`src/hw/rtl/lrb_pkg.sv`:
```
package lrb_pkg;

	// default sizes of the store
	localparam int BUFFER_SIZE_DEF = 1024;
	localparam int MAX_LINE_DEF    = 64;

	// operation codes of an input beat
	localparam logic [1:0] OP_BEGIN = 2'd0;
	localparam logic [1:0] OP_BYTE  = 2'd1;
	localparam logic [1:0] OP_POP   = 2'd2;
	localparam logic [1:0] OP_CLEAR = 2'd3;

	// result kinds of an output beat
	localparam logic [1:0] RK_STATUS = 2'd0;
	localparam logic [1:0] RK_BYTE   = 2'd1;
	localparam logic [1:0] RK_EMPTY  = 2'd2;
	localparam logic [1:0] RK_CLEAR  = 2'd3;

	localparam logic [7:0] NEWLINE = 8'h0A;

	// one result beat as it travels from the sequencer to the output register
	typedef struct packed {
		logic [1:0]  kind;
		logic [7:0]  data;
		logic        last;
		logic        accepted;
		logic [10:0] discarded;
		logic [10:0] used;
	} result_t;

endpackage

```
`src/hw/rtl/lrb_ctrl.sv`:
```
module lrb_ctrl #(
	parameter int BUFFER_SIZE = lrb_pkg::BUFFER_SIZE_DEF,
	parameter int MAX_LINE    = lrb_pkg::MAX_LINE_DEF,
	parameter int AW          = $clog2(BUFFER_SIZE),
	parameter int FW          = $clog2(BUFFER_SIZE + 1)
) (
	input  logic             clk,
	input  logic             arst_n,
	input  logic             in_valid,
	output logic             in_stall,
	input  logic [1:0]       operation,
	input  logic [10:0]      line_length,
	input  logic [7:0]       data_byte,
	output logic             mem_we,
	output logic [AW-1:0]    mem_waddr,
	output logic [7:0]       mem_wdata,
	output logic             mem_re,
	output logic [AW-1:0]    mem_raddr,
	input  logic [7:0]       mem_rdata,
	input  logic             out_free,
	output logic             res_push,
	output lrb_pkg::result_t res
);
	import lrb_pkg::*;

	localparam int NW = $clog2(MAX_LINE);

	typedef enum logic [2:0] {
		ST_IDLE,
		ST_DTEST,
		ST_DRD,
		ST_DUSE,
		ST_PRD,
		ST_PUSE
	} state_t;

	state_t        state_q, state_d;
	logic [AW-1:0] rd_ptr_q, rd_ptr_d, rd_next;
	logic [AW-1:0] wr_ptr_q, wr_ptr_d, wr_next;
	logic [FW-1:0] fill_q, fill_d, fill_dec;
	logic [FW-1:0] btw_q, btw_d;
	logic [FW-1:0] drop_q, drop_d;
	logic [NW-1:0] n_q, n_d;
	logic [FW-1:0] len_q;
	logic          in_acc;
	logic          too_long;
	logic          stop;

	assign in_stall = (state_q != ST_IDLE) || !out_free;
	assign in_acc   = in_valid && !in_stall;
	assign too_long = 32'(line_length) >= 32'(BUFFER_SIZE);
	assign fill_dec = fill_q - FW'(1);

	// ring pointers wrap at the store size
	assign rd_next = (rd_ptr_q == AW'(BUFFER_SIZE - 1)) ? '0 : rd_ptr_q + AW'(1);
	assign wr_next = (wr_ptr_q == AW'(BUFFER_SIZE - 1)) ? '0 : wr_ptr_q + AW'(1);

	// writes happen only in idle and reads only in a walk, so a read never meets
	// a write of the same cycle
	assign mem_waddr = wr_ptr_q;
	assign mem_wdata = data_byte;
	assign mem_raddr = rd_ptr_q;

	// sequence the operations
	always_comb begin
		state_d  = state_q;
		rd_ptr_d = rd_ptr_q;
		wr_ptr_d = wr_ptr_q;
		fill_d   = fill_q;
		btw_d    = btw_q;
		drop_d   = drop_q;
		n_d      = n_q;
		mem_we   = 1'b0;
		mem_re   = 1'b0;
		res_push = 1'b0;
		res      = '0;
		stop     = 1'b0;
		unique case (state_q)
			ST_IDLE: begin
				if (in_acc) begin
					unique case (operation)
						OP_BEGIN: begin
							if (too_long) begin
								btw_d    = '0;
								res_push = 1'b1;
								res.kind = RK_STATUS;
								res.last = 1'b1;
								res.used = 11'(fill_q);
							end else begin
								btw_d   = FW'(line_length);
								drop_d  = '0;
								state_d = ST_DTEST;
							end
						end
						OP_BYTE: begin
							if (btw_q != '0 && fill_q < FW'(BUFFER_SIZE)) begin
								mem_we       = 1'b1;
								wr_ptr_d     = wr_next;
								fill_d       = fill_q + FW'(1);
								btw_d        = btw_q - FW'(1);
								res.accepted = 1'b1;
							end
							res_push = 1'b1;
							res.kind = RK_STATUS;
							res.last = 1'b1;
							res.used = 11'(fill_d);
						end
						OP_POP: begin
							if (fill_q == '0) begin
								res_push = 1'b1;
								res.kind = RK_EMPTY;
								res.last = 1'b1;
							end else begin
								n_d     = '0;
								state_d = ST_PRD;
							end
						end
						OP_CLEAR: begin
							rd_ptr_d = '0;
							wr_ptr_d = '0;
							fill_d   = '0;
							btw_d    = '0;
							res_push = 1'b1;
							res.kind = RK_CLEAR;
							res.last = 1'b1;
						end
					endcase
				end
			end
			ST_DTEST: begin
				// drop another line while the new one does not fit
				if (len_q > (FW'(BUFFER_SIZE) - fill_q) && fill_q != '0) begin
					state_d = ST_DRD;
				end else if (out_free) begin
					res_push      = 1'b1;
					res.kind      = RK_STATUS;
					res.last      = 1'b1;
					res.accepted  = 1'b1;
					res.discarded = 11'(drop_q);
					res.used      = 11'(fill_q);
					state_d       = ST_IDLE;
				end
			end
			ST_DRD: begin
				mem_re  = 1'b1;
				state_d = ST_DUSE;
			end
			ST_DUSE: begin
				rd_ptr_d = rd_next;
				fill_d   = fill_dec;
				if (mem_rdata == NEWLINE || fill_dec == '0) begin
					drop_d  = drop_q + FW'(1);
					state_d = ST_DTEST;
				end else begin
					state_d = ST_DRD;
				end
			end
			ST_PRD: begin
				mem_re  = 1'b1;
				state_d = ST_PUSE;
			end
			ST_PUSE: begin
				// emit the byte once the output slot is free
				if (out_free) begin
					stop     = (mem_rdata == NEWLINE) || (fill_dec == '0) ||
						(n_q == NW'(MAX_LINE - 2));
					rd_ptr_d = rd_next;
					fill_d   = fill_dec;
					n_d      = n_q + NW'(1);
					res_push = 1'b1;
					res.kind = RK_BYTE;
					res.data = mem_rdata;
					res.last = stop;
					res.used = 11'(fill_dec);
					state_d  = stop ? ST_IDLE : ST_PRD;
				end
			end
			default: state_d = ST_IDLE;
		endcase
	end

	// hold state, pointers and counts
	always_ff @(posedge clk or negedge arst_n) begin
		if (!arst_n) begin
			state_q  <= ST_IDLE;
			rd_ptr_q <= '0;
			wr_ptr_q <= '0;
			fill_q   <= '0;
			btw_q    <= '0;
			drop_q   <= '0;
			n_q      <= '0;
		end else begin
			state_q  <= state_d;
			rd_ptr_q <= rd_ptr_d;
			wr_ptr_q <= wr_ptr_d;
			fill_q   <= fill_d;
			btw_q    <= btw_d;
			drop_q   <= drop_d;
			n_q      <= n_d;
		end
	end

	// latch the announced length
	always_ff @(posedge clk) begin
		if (in_acc && operation == OP_BEGIN) begin
			len_q <= FW'(line_length);
		end
	end

`ifndef SYNTHESIS
	a_fill_bound: assert property (@(posedge clk) disable iff (!arst_n)
		fill_q <= FW'(BUFFER_SIZE))
		else $error("fill count above store size");
	a_write_room: assert property (@(posedge clk) disable iff (!arst_n)
		mem_we |-> (fill_q < FW'(BUFFER_SIZE)))
		else $error("byte written into a full store");
	a_read_filled: assert property (@(posedge clk) disable iff (!arst_n)
		mem_re |-> (fill_q != '0))
		else $error("store read while empty");
	a_clear: assert property (@(posedge clk) disable iff (!arst_n)
		(in_acc && operation == OP_CLEAR) |=> (fill_q == '0 && btw_q == '0))
		else $error("clear left bytes behind");
	a_pop_hold: assert property (@(posedge clk) disable iff (!arst_n)
		(state_q == ST_PUSE && !out_free) |=> $stable(rd_ptr_q))
		else $error("pop advanced while the output slot was busy");
`endif

endmodule

```
`config.mk`:
```
export PLATFORM = sky130hd
export DESIGN_NAME = lrb_ctrl
export DESIGN_NICKNAME = d
export VERILOG_FILES = /design/src/hw/rtl/lrb_pkg.sv /design/src/hw/rtl/lrb_ctrl.sv
export SDC_FILE = /design/constraint.sdc
export NUM_CORES = 1
export LEC_CHECK = 0
export CORE_ASPECT_RATIO = 1.75
export CORE_MARGIN = 3
export CORE_UTILIZATION = 28
export CTS_CLUSTER_DIAMETER = 200
export DETAILED_ROUTE_END_ITERATION = 16
export DONT_BUFFER_PORTS = 1
export GPL_TIMING_DRIVEN = 0
export PLACE_DENSITY_LB_ADDON = 0.25
export SYNTH_ARGS = -nofsm -noshare
export SYNTH_HDL_FRONTEND = slang
export SYNTH_SLANG_ARGS = --single-unit
```
`constraint.sdc`:
```
create_clock -name clk -period 5.2 [get_ports clk]
set_input_delay 0.26 -clock clk [delete_from_list [all_inputs] [get_ports clk]]
set_output_delay 0.26 -clock clk [all_outputs]
set_load 0.02 [all_outputs]
```
==> impl_results.md <==
- Die width: 111 um
- Clock-pin slew on the worst setup and hold paths: 60 ps
- Clock Latency Late Sink: 350 ps
- Outcome: completed
- Sw power: between 0.001 and 0.0015 W
- Final Cell Area: 6220 um^2
- Sequential Power Share: 0.293
- Hold_ws: 94.8 ps
- Pwr Density: 458 nW/um^2
- Slew at the pin closest to its max-slew limit: approximately 1300 ps
- CTS H-Tree Depth: 3
- Vias in the first global route: between 5000 and 6000
- Die area: 21200 um^2
- CP max FO: 11
- F_max: roughly 200 MHz
- Final Skew: 9.53 ps
- I/O pins: between 90 and 100
- 1st-pass router iterations: 5
- Startpoint types: flop
- Worst EP required: 4940 ps
- Clock sinks: 73
- Post-Place Cell Area: 5730 um^2
- Final hold vios: 0
- Max-cap violations: 0
- Vias per cell: 5.69
- Ys async rst share: 0.849
- Largest net degree at the start of global routing: 63
- Initial antenna violation count: 0
- CP arrival: 4650 ps
- Cells after Synth: about 660
- Port buffer count: 0
- Deepest clock path buffer count: 2
- CP Capture Type: output pin
- Setup_tns: 0 ps
- Core ar.: 18800 um^2
- Total power: between 0.002 and 0.003 W
- Hold WC Path Type: in2reg
- Worst vdd ir: 0.213 mV
- Combinational fraction of design power: 0.477
- WS Path Type: reg2out
- Final setup viols: 0
- Routed via count: 5296
- Final period util: 0.945
- Initial DRC Count: 280
- Final min period: 4910 ps
- Placer Congestion: 0.863
- Syn Nets: 722
- Switching Fraction: 0.471
- Post-synthesis sequential area ratio: 0.347
- Drt total wl: 19200 um
- Total CTS buffers: 9
- Setup Buffers After CTS: 0
- Total grt overflow: 0
- Clock Root Buffer: clkbuf_16
- Post-route ant nets: 0
- Final #Nets: 746
- Leakage power: 2.44 nW
- Total GRT Usage: 0.181
- Netlist cell types: 76
- TritonCTS clock tree: yes
- Layout cell share with drive strength beyond 1: 0.0780
- Most frequent cells in the layout: 63 x nand2_1, 62 x dfrtp_1, 60 x o21ai_0
- Max_slew headroom: 0.160
- Syn Area/Cell: 8.17 um^2
- Top_reg_cell synth: dfrtp_1
- First-pass GRT wire length: roughly 30000 um
- P&R area growth vs syn: 14.7%
- Drt wl/cell: 20.7 um
- DP HPWL: 14700 um
- Clk pwr share: 0.230
- Pins over their slew limit: 0
- Flops & latches, synth: 73
- Row cnt: 66
- Initial core utilization: 0.288
- Post-synth EDFFs: 11
- Die height: 190 um
- Commonest non-fill, non-tap cell in the layout: nand2_1
- Ant diodes: 0
- Fill count: 2036
- Synth Cell Area: around 5400 um^2
- Yosys warning total: 0
- RSZ-0062 raised after global routing: false
- Internal Pwr Total: 0.00151 W
- DRC: 0
cells by family (layout without fill, tap and decap cells):
kind of cell,after synthesis,in the layout,share of synthesized area
buffers and inverters,70,98,0.0569
XOR/XNOR,12,12,0.0194
multiplexers,9,9,0.0166
AND/OR/NAND/NOR,256,256,0.249
adder cells (fa/ha/maj),25,25,0.0576
AO/OA/AOI/OAI,219,219,0.254
flip-flops,73,73,0.347
timing repair:
item | CTS | global route
hold endpoints to repair | 73 | 0
resized for setup | 6 | 3
hold buffers | 13 | 0
cloned | 0 | 0
setup endpoints to repair | 21 | 19
layer usage:
layer	global-route usage	routed length [um]	up-vias
li1	-	-	2506
met1	0.186	7020	2548
met2	0.352	10500	193
met3	0.0334	957	49
met4	0.0810	711	0
met5	0	0	-
sequential cells by signal, indices dropped and copies added, names as in the netlist:
| name | cells |
|---|---|
| mem_waddr | 10 |
| btw_q | 11 |
| mem_raddr | 10 |
| n_q | 6 |
| fill_q | 11 |
| drop_q | 11 |
| len_q | 11 |
| state_q | 3 |
through the flow:
stage | worst slack [ps] | cells | util
3_5_place_dp | -56.4 | 902 | 0.304
2_1_floorplan | 1190 | 664 | -
3_3_place_gp | -34.3 | 902 | 0.304
6_report | 287 | 930 | 0.331
4_1_cts | 23.9 | 930 | 0.330
5_1_grt | 33.3 | 930 | 0.331
area by class of cell:
type / instances / area [um^2] / share of cell area
Clock buffer: 11 / 253 / 0.0406
Inverter: 28 / 105 / 0.0169
Clock inverter: 4 / 51.3 / 0.00824
Timing Repair Buffer: 13 / 148 / 0.0237
Buffer: 42 / 204 / 0.0328
Sequential cell: 73 / 1880 / 0.302
Multi-Input combinational cell: 521 / 3280 / 0.528
Tap cell: 238 / 298 / 0.0478
worst max-delay path, cell delays in order (launching register included):
cell	delay, ps
dfrtp_1	540
inv_1	220
ha_1	290
or3b_2	540
nor4_2	440
nor2_1	100
ha_1	310
nand4_1	150
a21oi_1	80
or4b_1	520
o21ai_4	360
clkbuf_1	380
nand2_1	90
nand3_1	270
power groups by stage:
stage	registers, W	logic [W]	clock network [W]
final	0.000834	0.00136	0.000657
after global routing	0.000851	0.00150	0.000690
after CTS	0.000832	0.00134	0.000668
after detailed placement	0.000843	0.00130	0
after global placement	0.000841	0.00129	0
after floorplan	0.000792	0.000956	0
final timing paths:
| path | startpoint | end | slack, ps | depth (start not counted) |
|---|---|---|---|---|
| min in group asynchronous | arst_n | btw_q[1] | 470 | 2 |
| setup reg to reg | fill_q[0] | state_q[0] | 1310 | 11 |
| hold / removal | line_length[3] | btw_q[3] | 90 | 2 |
| setup / recovery | fill_q[0] | res[6] | 290 | 13 |
| max in group asynchronous | arst_n | mem_raddr[8] | 4440 | 2 |
| hold reg to reg | btw_q[10] | btw_q[10] | 490 | 1 |
cells in the mapped netlist, types with 3 or more instances:
| cell type | instances | area (um^2) |
|---|---|---|
| or3_1 | 3 | 18.8 |
| or4_1 | 4 | 30.0 |
| or4_4 | 3 | 33.8 |
| o21ai_1 | 19 | 95.1 |
| a41oi_1 | 3 | 26.3 |
| xnor2_1 | 6 | 52.6 |
| o211ai_1 | 6 | 45.0 |
| and3_1 | 11 | 68.8 |
| nor3_1 | 14 | 70.1 |
| nor2_1 | 54 | 203 |
| ha_1 | 25 | 313 |
| edfxtp_1 | 11 | 330 |
| o22ai_1 | 11 | 68.8 |
| o2111ai_1 | 7 | 61.3 |
| a31oi_1 | 8 | 50.1 |
| a22oi_1 | 3 | 22.5 |
| dfrtp_1 | 62 | 1550 |
| nand2b_1 | 10 | 62.6 |
| buf_4 | 8 | 60.1 |
| nor4_1 | 8 | 50.1 |
| o41ai_1 | 4 | 35.0 |
| clkbuf_1 | 30 | 113 |
| inv_1 | 26 | 97.6 |
| o21ai_0 | 60 | 300 |
| a211oi_1 | 4 | 30.0 |
| and2_1 | 24 | 150 |
| nor2b_1 | 6 | 37.5 |
| nand2_1 | 63 | 236 |
| a22o_1 | 3 | 26.3 |
| mux2i_1 | 9 | 90.1 |
| o31ai_1 | 4 | 30.0 |
| nand3b_1 | 3 | 22.5 |
| a21oi_1 | 52 | 260 |
| xor2_1 | 6 | 52.6 |
| nand4_1 | 11 | 68.8 |
| and4_1 | 5 | 43.8 |
| nand3_1 | 19 | 95.1 |
| a32oi_1 | 8 | 70.1 |
| a221oi_1 | 3 | 26.3 |
No activity file was read; power rests on OpenSTA's default activity.
