## src/hw/rtl/lrb_pkg.sv

```systemverilog
package lrb_pkg;

	// default sizes of the store
	localparam int BUFFER_SIZE_DEF = 1024;
	localparam int MAX_LINE_DEF    = 64;

	// operation codes of an input beat
	localparam logic [1:0] OP_BEGIN = 2'd0;
	localparam logic [1:0] OP_BYTE  = 2'd1;
	localparam logic [1:0] OP_POP   = 2'd2;
	localparam logic [1:0] OP_CLEAR = 2'd3;

	// result kinds of an output beat
	localparam logic [1:0] RK_STATUS = 2'd0;
	localparam logic [1:0] RK_BYTE   = 2'd1;
	localparam logic [1:0] RK_EMPTY  = 2'd2;
	localparam logic [1:0] RK_CLEAR  = 2'd3;

	localparam logic [7:0] NEWLINE = 8'h0A;

	// one result beat as it travels from the sequencer to the output register
	typedef struct packed {
		logic [1:0]  kind;
		logic [7:0]  data;
		logic        last;
		logic        accepted;
		logic [10:0] discarded;
		logic [10:0] used;
	} result_t;

endpackage

```

## src/hw/rtl/lrb_obuf.sv

```systemverilog
module lrb_obuf (
	input  logic            clk,
	input  logic            arst_n,
	input  logic            push,
	input  lrb_pkg::result_t res_in,
	output logic            free,
	output logic            out_valid,
	input  logic            out_stall,
	output logic [1:0]      result_kind,
	output logic [7:0]      data_byte_res,
	output logic            last,
	output logic            accepted,
	output logic [10:0]     lines_discarded,
	output logic [10:0]     used_bytes
);
	import lrb_pkg::*;

	logic    valid_q;
	result_t res_q;

	// slot is free when empty or when its beat leaves this cycle
	assign free = !valid_q || !out_stall;

	// hold the valid flag
	always_ff @(posedge clk or negedge arst_n) begin
		if (!arst_n) begin
			valid_q <= 1'b0;
		end else if (push) begin
			valid_q <= 1'b1;
		end else if (!out_stall) begin
			valid_q <= 1'b0;
		end
	end

	// load the payload
	always_ff @(posedge clk) begin
		if (push) begin
			res_q <= res_in;
		end
	end

	assign out_valid       = valid_q;
	assign result_kind     = res_q.kind;
	assign data_byte_res   = res_q.data;
	assign last            = res_q.last;
	assign accepted        = res_q.accepted;
	assign lines_discarded = res_q.discarded;
	assign used_bytes      = res_q.used;

endmodule

```

## config.mk

```make
export PLATFORM = sky130hd
export DESIGN_NAME = lrb_obuf
export DESIGN_NICKNAME = d
export VERILOG_FILES = /design/src/hw/rtl/lrb_pkg.sv /design/src/hw/rtl/lrb_obuf.sv
export SDC_FILE = /design/constraint.sdc
export NUM_CORES = 1
export LEC_CHECK = 0
export BUFFER_PORTS_ARGS = -buffer_cell sky130_fd_sc_hd__buf_2
export CORE_MARGIN = 2
export CORE_UTILIZATION = 42
export DETAILED_ROUTE_END_ITERATION = 12
export PLACE_DENSITY = 0.89
export SETUP_SLACK_MARGIN = 0.5
export SLEW_MARGIN = 20
export SYNTH_ARGS = -nofsm -noshare
export SYNTH_HDL_FRONTEND = slang
export SYNTH_SLANG_ARGS = --single-unit
export TNS_END_PERCENT = 5
```

## constraint.sdc

```tcl
create_clock -name clk -period 1.9 [get_ports clk]
set_clock_uncertainty 0.1 [all_clocks]
set_input_delay 0.38 -clock clk [delete_from_list [all_inputs] [get_ports clk]]
set_output_delay 0.38 -clock clk [all_outputs]
set_load 0.01 [all_outputs]
```

==> summary.md, run 1 <==
| Metric | Value |
|---|---|
| Complex-gate fraction of the synthesized area | 0.7101% |
| Via count | 673 |
| Unrepaired setup endpoints after global routing | yes |
| Vias in the first global route | 606 |
| Final Wtd Congestion | 0.6163 |
| Die Height | 54.17 um |
| Post-Syn Area | 1057 um^2 |
| ANT cells | 0 |
| Clk_lat worst skew | 310 ps |
| Highest Clock Rate | 729.9 MHz |
| Largest net degree at the start of global routing | 21 |
| PD cells | 922.6 nW/um^2 |
| Post-Synth Simple-Gate Area | 0.3550% |
| Max Cap Violations | 0 |
| WP data arrival | 890 ps |
| Setup Total Neg Slack | 0 ps |
| Post-synthesis adder-cell area fraction | 0% |
| Drt pass-1 iters | 4 |
| Syn Inst Count | 37 |
| Post-DR vias/cell | 4.457 |
| CTS HTree Levels | 2 |
| Avg Inst Size Synth | 28.57 um^2 |
| First-pass GRT wire length | 2622 um |
| Slowest CP cell | dfrtp_1 |
| DRT iter0 DRCs | 9 |
| Status | completed |
| Crit path max fanout | 3 |
| Synth Net Count | 75 |
| Buf/Inv on CP | 1 |
| Routed len/inst | 13.76 um |
| Terminus of the critical flop-to-flop path | out_valid |
| Flops & latches, synth | 35 |
| Slew Viols, Final | 0 |
| Initial Utilization | 43.47% |
| Share of cells above drive strength 1 | 66.12% |
| Worst R2R Path Depth | 2 |
| Worst hold stages | 1 |
| Most frequent cells in the layout | buf_2 (73), edfxtp_1 (34), clkbuf_4 (5), clkbuf_1 (3) |
| Sequential element share of the synthesized area | 98.93% |
| Crit-path cells | nand2_1 > buf_2 |
| Final Hold Fails | 0 |
| Clk root buf | clkbuf_4 |
| Die W | 54.17 um |
| Hold path startpoint | res_in[9] |
| Fill count | 195 |
| Crit-path max cell delay | 400 ps |
| Xor/xnor share of the synthesized area | 0% |
| Crit-path leading delay family | flip-flops |
| DRC Markers | 0 |
| Hold endpoint | used_bytes[9] |
| CP Capture Type | output pin |
| Worst Setup Path Type | flip-flop to output pin |
| Core area | 2432 um^2 |
| Pre-CTS WS | 563.8 ps |
| Clk buf depth | 2 |
| Nets | 158 |
| Leak | 0.6825 nW |
| Die area | 2934 um^2 |
| Setup slack, reg-to-reg | 1030 ps |
| Period utilization | 72.11% |
| Total CTS buffers | 5 |
| Largest family of logic cells by synthesized area | compound AO/OA/AOI/OAI gates |
| Maximum VDD drop | 562.0 uV |
| Worst setup SP type | flip-flop |
| Yosys warns | 0 |
| Overflow left after global routing | 0 |
| Synth unique cells | 4 |
| Drt total wl | 2078 um |
| HP Class | input pin to flip-flop |
| Std cell rows | 18 |
| Post-synthesis mux area share | 0% |
| Most common cell after layout, fill and taps aside | buf_2 |
| Max_slew headroom | 74.59% |
| Worst-Margin Slew | 381.2 ps |
| CTS tree | yes |
| Detail Route Antenna Nets | 0 |
| Final WS setup | 529.9 ps |
| Required @ worst endpoint | 1420 ps |
| Total Routing Usage GR | 14.38% |
| Reg2Reg Launch Point | out_valid |
| PortBufs | 73 |
| Clock sink count | 35 |
| Tmin final | 1370 ps |
| Reg clk slew, reported paths | 90 ps |
| Hold slack final | 127.6 ps |
| Setup violations, final | 0 |
| Ports | 74 |
| Antenna violations before repair | 0 |
| Area Growth Syn to Fin | 46.27% |
[cell usage after synthesis, drive strengths merged]
library cell / count / area, um^2
nand2: 1 / 3.750
a21o: 1 / 7.510
dfrtp: 1 / 25.02
edfxtp: 34 / 1021
[where the power goes]
group	internal, W	switching [W]
logic	0.0000731	0.0000785
clock network	0.000147	0.000200
registers	0.000913	0.0000153
total	0.00113	0.000294
[kinds of logic after synthesis]
logic type | Yosys count
flops | 35
simple gates | 1
compound gates | 1
[how the worst max path moves through the flow]
stage,startpoint,end,slack (ps),cells past startpoint
6_report,out_valid,free,530,2
3_3_place_gp,push,data_byte_res[7],590,2
5_1_grt,out_valid,free,450,2
2_1_floorplan,out_valid,free,910,1
4_1_cts,out_valid,free,500,2
3_5_place_dp,push,lines_discarded[7],560,2
[state kept, by name (all words and copies together) (netlist names)]
register,flops
accepted,1
out_valid,1
used_bytes,11
last,1
data_byte_res,8
lines_discarded,11
result_kind,2
[worst register-to-register path, cell delays in order, from the launching register on]
cell and delay, ps:
dfrtp_1 400, buf_4 130, a21o_1 140
[per-stage QoR]
step	total power [W]	area, um^2	utilization [%]	std cells
floorplan	0.0009835	1057	-	37
global placement	0.001088	1480	60.85	141
detailed placement	0.001098	1480	60.85	141
CTS	0.001451	1539	63.27	150
global route	0.001500	1546	63.58	151
finish	0.001427	1546	63.58	151
[routing by layer]
metal / track usage, % / share of wire (%) / vias up
li1: - / - / 313
met1: 13.97 / 34 / 299
met2: 22.49 / 49 / 56
met3: 7.778 / 16 / 5
met4: 11.25 / 1.7 / 0
met5: 0 / 0 / -
[final cells by class]
cell class	instances	area, um^2	share of cell area [%]
multi-input combinational	2	11.26	0.7282
sequential	35	1046	67.64
tap	30	37.54	2.427
clock buffer	8	48.80	3.155
timing repair buffer	76	402.9	26.05
[repair_timing]
action	CTS	global route
setup buffers	0	1
endpoints found under the hold margin	1	0
gates resized for setup	0	0
endpoints found under the setup margin	0	1
hold buffers	1	0
Power figures use the tool's default switching activity.
==> run 2: changes to the inputs <==
CORE_UTILIZATION = 39   (was 42)
PLACE_DENSITY = 0.84   (was 0.89)
clock period = 1.3 ns   (was 1.9 ns; I/O delays follow)
==> run 2 against run 1 <==
The run now ends with negative hold slack left. Worst setup slack worse by 520 ps. Clock power increased by 59%. Final area up 2.8%. Hold slack got worse by 130 ps. Routed wire length down 4.4%. Critical path depth unchanged. Sequential power grew 47%. Combinational power up 56%. Flip-flop and latch count unchanged.
==> summary.md, run 2 (synthesized netlist as in run 1, its figures left out) <==
| Metric | Value |
|---|---|
| Setup violations, final | 0 (unchanged) |
| PortBufs | 73 (unchanged) |
| Ports | 74 (unchanged) |
| Total Routing Usage GR | 14.23% (was 14.38%) |
| HP Class | input pin to flip-flop (unchanged) |
| Vias in the first global route | 742 (was 606) |
| Clock sink count | 35 (unchanged) |
| Initial Utilization | 41.91% (was 43.47%) |
| Period utilization | 99.10% |
| Total CTS buffers | 5 (unchanged) |
| CTS HTree Levels | 2 (unchanged) |
| Area Growth Syn to Fin | 50.41% (was 46.27%) |
| Crit-path max cell delay | 420 ps (was 400 ps) |
| Crit-path cells | nand2_2 > buf_6 (was nand2_1 > buf_2) |
| Post-DR vias/cell | 4.427 (was 4.457) |
| Hold buffers post-CTS | 1 (unchanged) |
| Worst Setup Path Type | flip-flop to output pin (unchanged) |
| Die area | 3143 um^2 (was 2934 um^2) |
| Share of cells above drive strength 1 | 68.33% (was 66.12%) |
| CTS tree | yes (unchanged) |
| Cell-internal power | 0.001666 W (was 0.001133 W) |
| Slew Viols, Final | 0 (unchanged) |
| Post-CTS Setup Bufs | 0 (unchanged) |
| Buf/Inv on CP | 1 (unchanged) |
| Leak | 0.6952 nW (was 0.6825 nW) |
| Required @ worst endpoint | 940 ps (was 1420 ps) |
| Max_slew headroom | 88.14% (was 74.59%) |
| Highest Clock Rate | 776.2 MHz |
| Status | finished with violations (was completed) |
| Std cell rows | 18 (unchanged) |
| DRT iter0 DRCs | 19 (was 9) |
| Core area | 2522 um^2 (was 2432 um^2) |
| Clk buf depth | 2 (unchanged) |
| Tmin final | 1288 ps |
| Final Wtd Congestion | 0.6949 (was 0.6163) |
| Drt pass-1 iters | 2 (was 4) |
| Die W | 56.07 um (was 54.17 um) |
| Net Sw Frac | 22.40% (was 20.59%) |
| Slowest CP cell | dfrtp_1 (unchanged) |
| Clk pwr share | 25.7% (was 24.3%) |
| PD cells | 1350 nW/um^2 (was 922.6 nW/um^2) |
| Reg clk slew, reported paths | 100 ps (was 90 ps) |
| Max Cap Violations | 0 (unchanged) |
| Net Switching | 0.0004810 W (was 0.0002937 W) |
| Combinational share of power | 11.0% (was 10.6%) |
| Worst setup SP type | flip-flop (unchanged) |
| Reg power frac | 63.2% (was 65.0%) |
| DRC Markers | 0 (unchanged) |
| Routed len/inst | 13.24 um (was 13.76 um) |
| Hold slack final | -4.797 ps (was 127.6 ps) |
| Layout Utilization | 63.05% (was 63.58%) |
| Crit path max fanout | 3 (unchanged) |
| Detail Route Antenna Nets | 0 (unchanged) |
| Worst-Margin Slew | 177.9 ps (was 381.2 ps) |
| Nets | 157 (was 158) |
| WP data arrival | 930 ps (was 890 ps) |
| Drt total wl | 1986 um (was 2078 um) |
| Clk root buf | clkbuf_4 (unchanged) |
| Overflow left after global routing | 0 (unchanged) |
| Largest net degree at the start of global routing | 36 (was 21) |
| ANT cells | 0 (unchanged) |
| CP Capture Type | output pin (unchanged) |
| Most frequent cells in the layout | buf_2 (66), edfxtp_1 (34), buf_6 (7), clkbuf_4 (5) (was buf_2 (73), edfxtp_1 (34), clkbuf_4 (5), clkbuf_1 (3)) |
| Unrepaired setup endpoints after global routing | yes (unchanged) |
| Final Hold Fails | 17 (was 0) |
| Via count | 664 (was 673) |
| Maximum VDD drop | 992.4 uV (was 562.0 uV) |
| First-pass GRT wire length | 3208 um (was 2622 um) |
| Most common cell after layout, fill and taps aside | buf_2 (unchanged) |
| Die Height | 56.07 um (was 54.17 um) |
| Clk_lat worst skew | 330 ps (was 310 ps) |
| Antenna violations before repair | 0 (unchanged) |
| Failing checks | negative hold slack |
| Crit-path leading delay family | flip-flops (unchanged) |
## run 2: changes by cell type in the layout (fill, tap and decap cells not counted)
cell,previous run,this run
buf_2,73,66
buf_4,1,0
nand2_2,0,1
nand2_1,1,0
clkinvlp_4,0,1
buf_6,0,7
clkbuf_1,3,1
clkinv_2,0,1
## run 2: cell type report
cell class / instances / area (um^2)
Timing Repair Buffer: 75 / 439.2
Tap cell: 30 / 37.54
Clock inverter: 2 / 12.51
Multi-Input combinational cell: 2 / 13.76
Sequential cell: 35 / 1046
Clock buffer: 6 / 41.29
Fill cell: 188 / 932.1
## run 2: repair_timing
action | in CTS | in global routing
pin swaps | 0 | 1
cloned | 0 | 0
endpoints found under the hold margin | 33 | 34
setup endpoints to repair | 36 | 37
resized for setup | 1 | 6
## run 2: path summary, 6_finish.rpt
check	from	end	slack (ps)	cells past startpoint
worst max-delay path	out_valid	free	10	2
max in group asynchronous	arst_n	out_valid	900	2
worst min register to register	out_valid	out_valid	450	1
worst max register to register	out_valid	out_valid	500	1
worst min-delay path	res_in[24]	data_byte_res[0]	-5	1
min in group asynchronous	arst_n	out_valid	120	2
## run 2: power by group through the flow
stage	registers (W)	clock network [W]	logic [W]
2_1_floorplan	0.00143	0	0.00000415
3_3_place_gp	0.00138	0	0.000213
3_5_place_dp	0.00138	0	0.000219
4_1_cts	0.00135	0.000576	0.000224
5_1_grt	0.00137	0.000634	0.000258
6_report	0.00136	0.000553	0.000237
## run 2: through the flow
step | worst slack, ps | std cells | TNS [ps] | power [W] | area, um^2
detailed placement | 305.6 | 141 | 0 | 0.001599 | 1483
CTS | -6.676 | 150 | -6.676 | 0.002155 | 1553
global placement | 320.1 | 141 | 0 | 0.001590 | 1483
finish | 11.67 | 150 | 0 | 0.002147 | 1590
global route | -45.99 | 150 | -52.10 | 0.002260 | 1590
floorplan | 440.3 | 37 | 0 | 0.001438 | 1060
## run 2: layer usage
metal | vias to the layer above | GRT usage, % | part of all wire (%)
met5 | - | 0 | 0
met4 | 0 | 8.163 | 2.5
met3 | 5 | 11.16 | 19
met2 | 56 | 21.34 | 44
met1 | 292 | 13.70 | 34
li1 | 311 | - | -
==> run 3: changes to the inputs <==
CORE_UTILIZATION = 41   (was 39)
CTS_BUF_LIST = sky130_fd_sc_hd__clkbuf_8   (was default)
PLACE_DENSITY = 0.87   (was 0.84)
==> run 3 against run 2 <==
The flow now finishes without violations. Global-route usage increased by 0.72 points. Register-to-register slack got worse by 130 ps. Sequential share of layout area rose by 0.47 points. Utilization increased by 1.3 points. Clock power up 21%. Critical path depth stayed put. Routed wire length is 4.2% higher. Maximum frequency is 5.5% higher. Hold slack better by 64 ps. Critical path type unchanged. Largest cell class unchanged. Largest power group unchanged. Highest routed layer unchanged.
==> summary.md, run 3 (synthesized netlist as in run 1, its figures left out) <==
| Metric | Value |
|---|---|
| Status | completed (was finished with violations) |
| Clock sink count | 35 (unchanged) |
| HP Class | input pin to flip-flop (unchanged) |
| Max_slew headroom | 87.90% (was 88.14%) |
| Nets | 158 (was 157) |
| Setup violations, final | 0 (unchanged) |
| Net Switching | 0.0004602 W (was 0.0004810 W) |
| Core area | 2455 um^2 (was 2522 um^2) |
| Clk buf depth | 2 (unchanged) |
| Placed cell areas | 1483 um^2 (unchanged) |
| Largest net degree at the start of global routing | 36 (unchanged) |
| Period utilization | 93.94% (was 99.10%) |
| WP data arrival | 860 ps (was 930 ps) |
| Most frequent cells in the layout | buf_2 (72), edfxtp_1 (34), clkbuf_8 (5) (was buf_2 (66), edfxtp_1 (34), buf_6 (7), clkbuf_4 (5)) |
| Tmin final | 1221 ps (was 1288 ps) |
| Crit path max fanout | 3 (unchanged) |
| CTS HTree Levels | 2 (unchanged) |
| Clk_lat worst skew | 270 ps (was 330 ps) |
| Slew Viols, Final | 0 (unchanged) |
| Area Growth Syn to Fin | 49.35% (was 50.41%) |
| Ports | 74 (unchanged) |
| DRT iter0 DRCs | 7 (was 19) |
| Worst-Margin Slew | 181.5 ps (was 177.9 ps) |
| Antenna violations before repair | 0 (unchanged) |
| Detail Route Antenna Nets | 0 (unchanged) |
| Via count | 663 (was 664) |
| Combinational share of power | 10.1% (was 11.0%) |
| Post-DR vias/cell | 4.450 (was 4.427) |
| Highest Clock Rate | 818.9 MHz (was 776.2 MHz) |
| Clk root buf | clkbuf_8 (was clkbuf_4) |
| ANT cells | 0 (unchanged) |
| Initial Utilization | 43.07% (was 41.91%) |
| PD cells | 1428 nW/um^2 (was 1350 nW/um^2) |
| Most common cell after layout, fill and taps aside | buf_2 (unchanged) |
| Max Cap Violations | 0 (unchanged) |
| CTS tree | yes (unchanged) |
| Hold slack final | 59.58 ps (was -4.797 ps) |
| Overflow left after global routing | 0 (unchanged) |
| Maximum VDD drop | 1013 uV (was 992.4 uV) |
| Std cell rows | 18 (unchanged) |
| Vias in the first global route | 638 (was 742) |
| Final WS setup | 78.79 ps (was 11.67 ps) |
| Die W | 54.78 um (was 56.07 um) |
| Reg clk slew, reported paths | 60 ps (was 100 ps) |
| Clk pwr share | 29.8% (was 25.7%) |
| DRC Markers | 0 (unchanged) |
| Setup Total Neg Slack | 0 ps (unchanged) |
| CP Capture Type | output pin (unchanged) |
| Reg power frac | 60.1% (was 63.2%) |
| Net Sw Frac | 20.42% (was 22.40%) |
| Routed len/inst | 13.89 um (was 13.24 um) |
| Die area | 3001 um^2 (was 3143 um^2) |
| Final instance area | 1579 um^2 (was 1590 um^2) |
| Final Hold Fails | 0 (was 17) |
| First-pass GRT wire length | 2780 um (was 3208 um) |
| Leak | 0.7001 nW (was 0.6952 nW) |
| Drt total wl | 2069 um (was 1986 um) |
| Worst setup SP type | flip-flop (unchanged) |
| Pre-CTS WS | 310.6 ps (was 305.6 ps) |
| Share of cells above drive strength 1 | 68.07% (was 68.33%) |
| Cell-internal power | 0.001794 W (was 0.001666 W) |
| Final Wtd Congestion | 0.6659 (was 0.6949) |
| Required @ worst endpoint | 940 ps (about the same) |
| Total power | 0.002254 W (was 0.002147 W) |
| Setup slack, reg-to-reg | 370 ps (was 500 ps) |
| Worst Setup Path Type | flip-flop to output pin (unchanged) |
| Unrepaired setup endpoints after global routing | yes (unchanged) |
| Total CTS buffers | 5 (unchanged) |
| Drt pass-1 iters | 4 (was 2) |
| PortBufs | 73 (unchanged) |
| Die Height | 54.78 um (was 56.07 um) |
| Total Routing Usage GR | 14.95% (was 14.23%) |
[run 3: cell count changes in the layout (fill, tap and decap cells not counted), moves of 5 or more]
| cell | previous run | this run |
|---|---|---|
| buf_6 | 7 | 1 |
| buf_2 | 66 | 72 |
| clkbuf_4 | 5 | 0 |
| clkbuf_8 | 0 | 5 |
[run 3: final timing paths]
kind | start | to | cells past startpoint
hold reg to reg | out_valid | out_valid | 2
min in group asynchronous | arst_n | out_valid | 2
hold / removal | res_in[2] | used_bytes[2] | 1
max in group asynchronous | arst_n | out_valid | 2
setup / recovery | out_valid | free | 2
setup reg to reg | out_valid | out_valid | 2
[run 3: per-layer routing]
layer,part of all wire (%),track usage [%]
met3,18,12.57
met5,0,0
met2,47,21.63
met4,0.63,8.750
met1,35,14.42
[run 3: what timing repair did]
| item | 4_1_cts | 5_1_grt |
|---|---|---|
| gates cloned | 0 | 0 |
| hold endpoints to repair | 1 | 0 |
| resized for setup | 1 | 0 |
| setup endpoints to repair | 37 | 37 |
| hold buffers | 1 | 0 |
| setup buffers | 0 | 1 |
[run 3: metrics by stage]
step	utilization, %	std cells
after global routing	64.32	149
after floorplan	-	37
after global placement	60.40	141
final	64.32	149
after detailed placement	60.40	141
after CTS	64.02	148
[run 3: cell type report]
type | instances | area [um^2]
repair buffers | 76 | 409.1
clock buffers | 5 | 68.82
fillers | 171 | 875.8
clock inverters | 1 | 3.754
multi-input cells | 2 | 13.76
flip-flops and latches | 35 | 1046
well taps | 30 | 37.54
[run 3: worst max-delay path, stage by stage (launching register included)]
cell and delay, ps:
dfrtp_1 410, nand2_2 80, buf_6 100
[run 3: power by group through the flow]
stage                     combinational, W  sequential, W  clock, W
after floorplan                 0.00000415        0.00143         0
after global placement            0.000215        0.00138         0
after detailed placement          0.000221        0.00138         0
after CTS                         0.000227        0.00136  0.000693
after global routing              0.000249        0.00136  0.000749
final                             0.000228        0.00136  0.000671
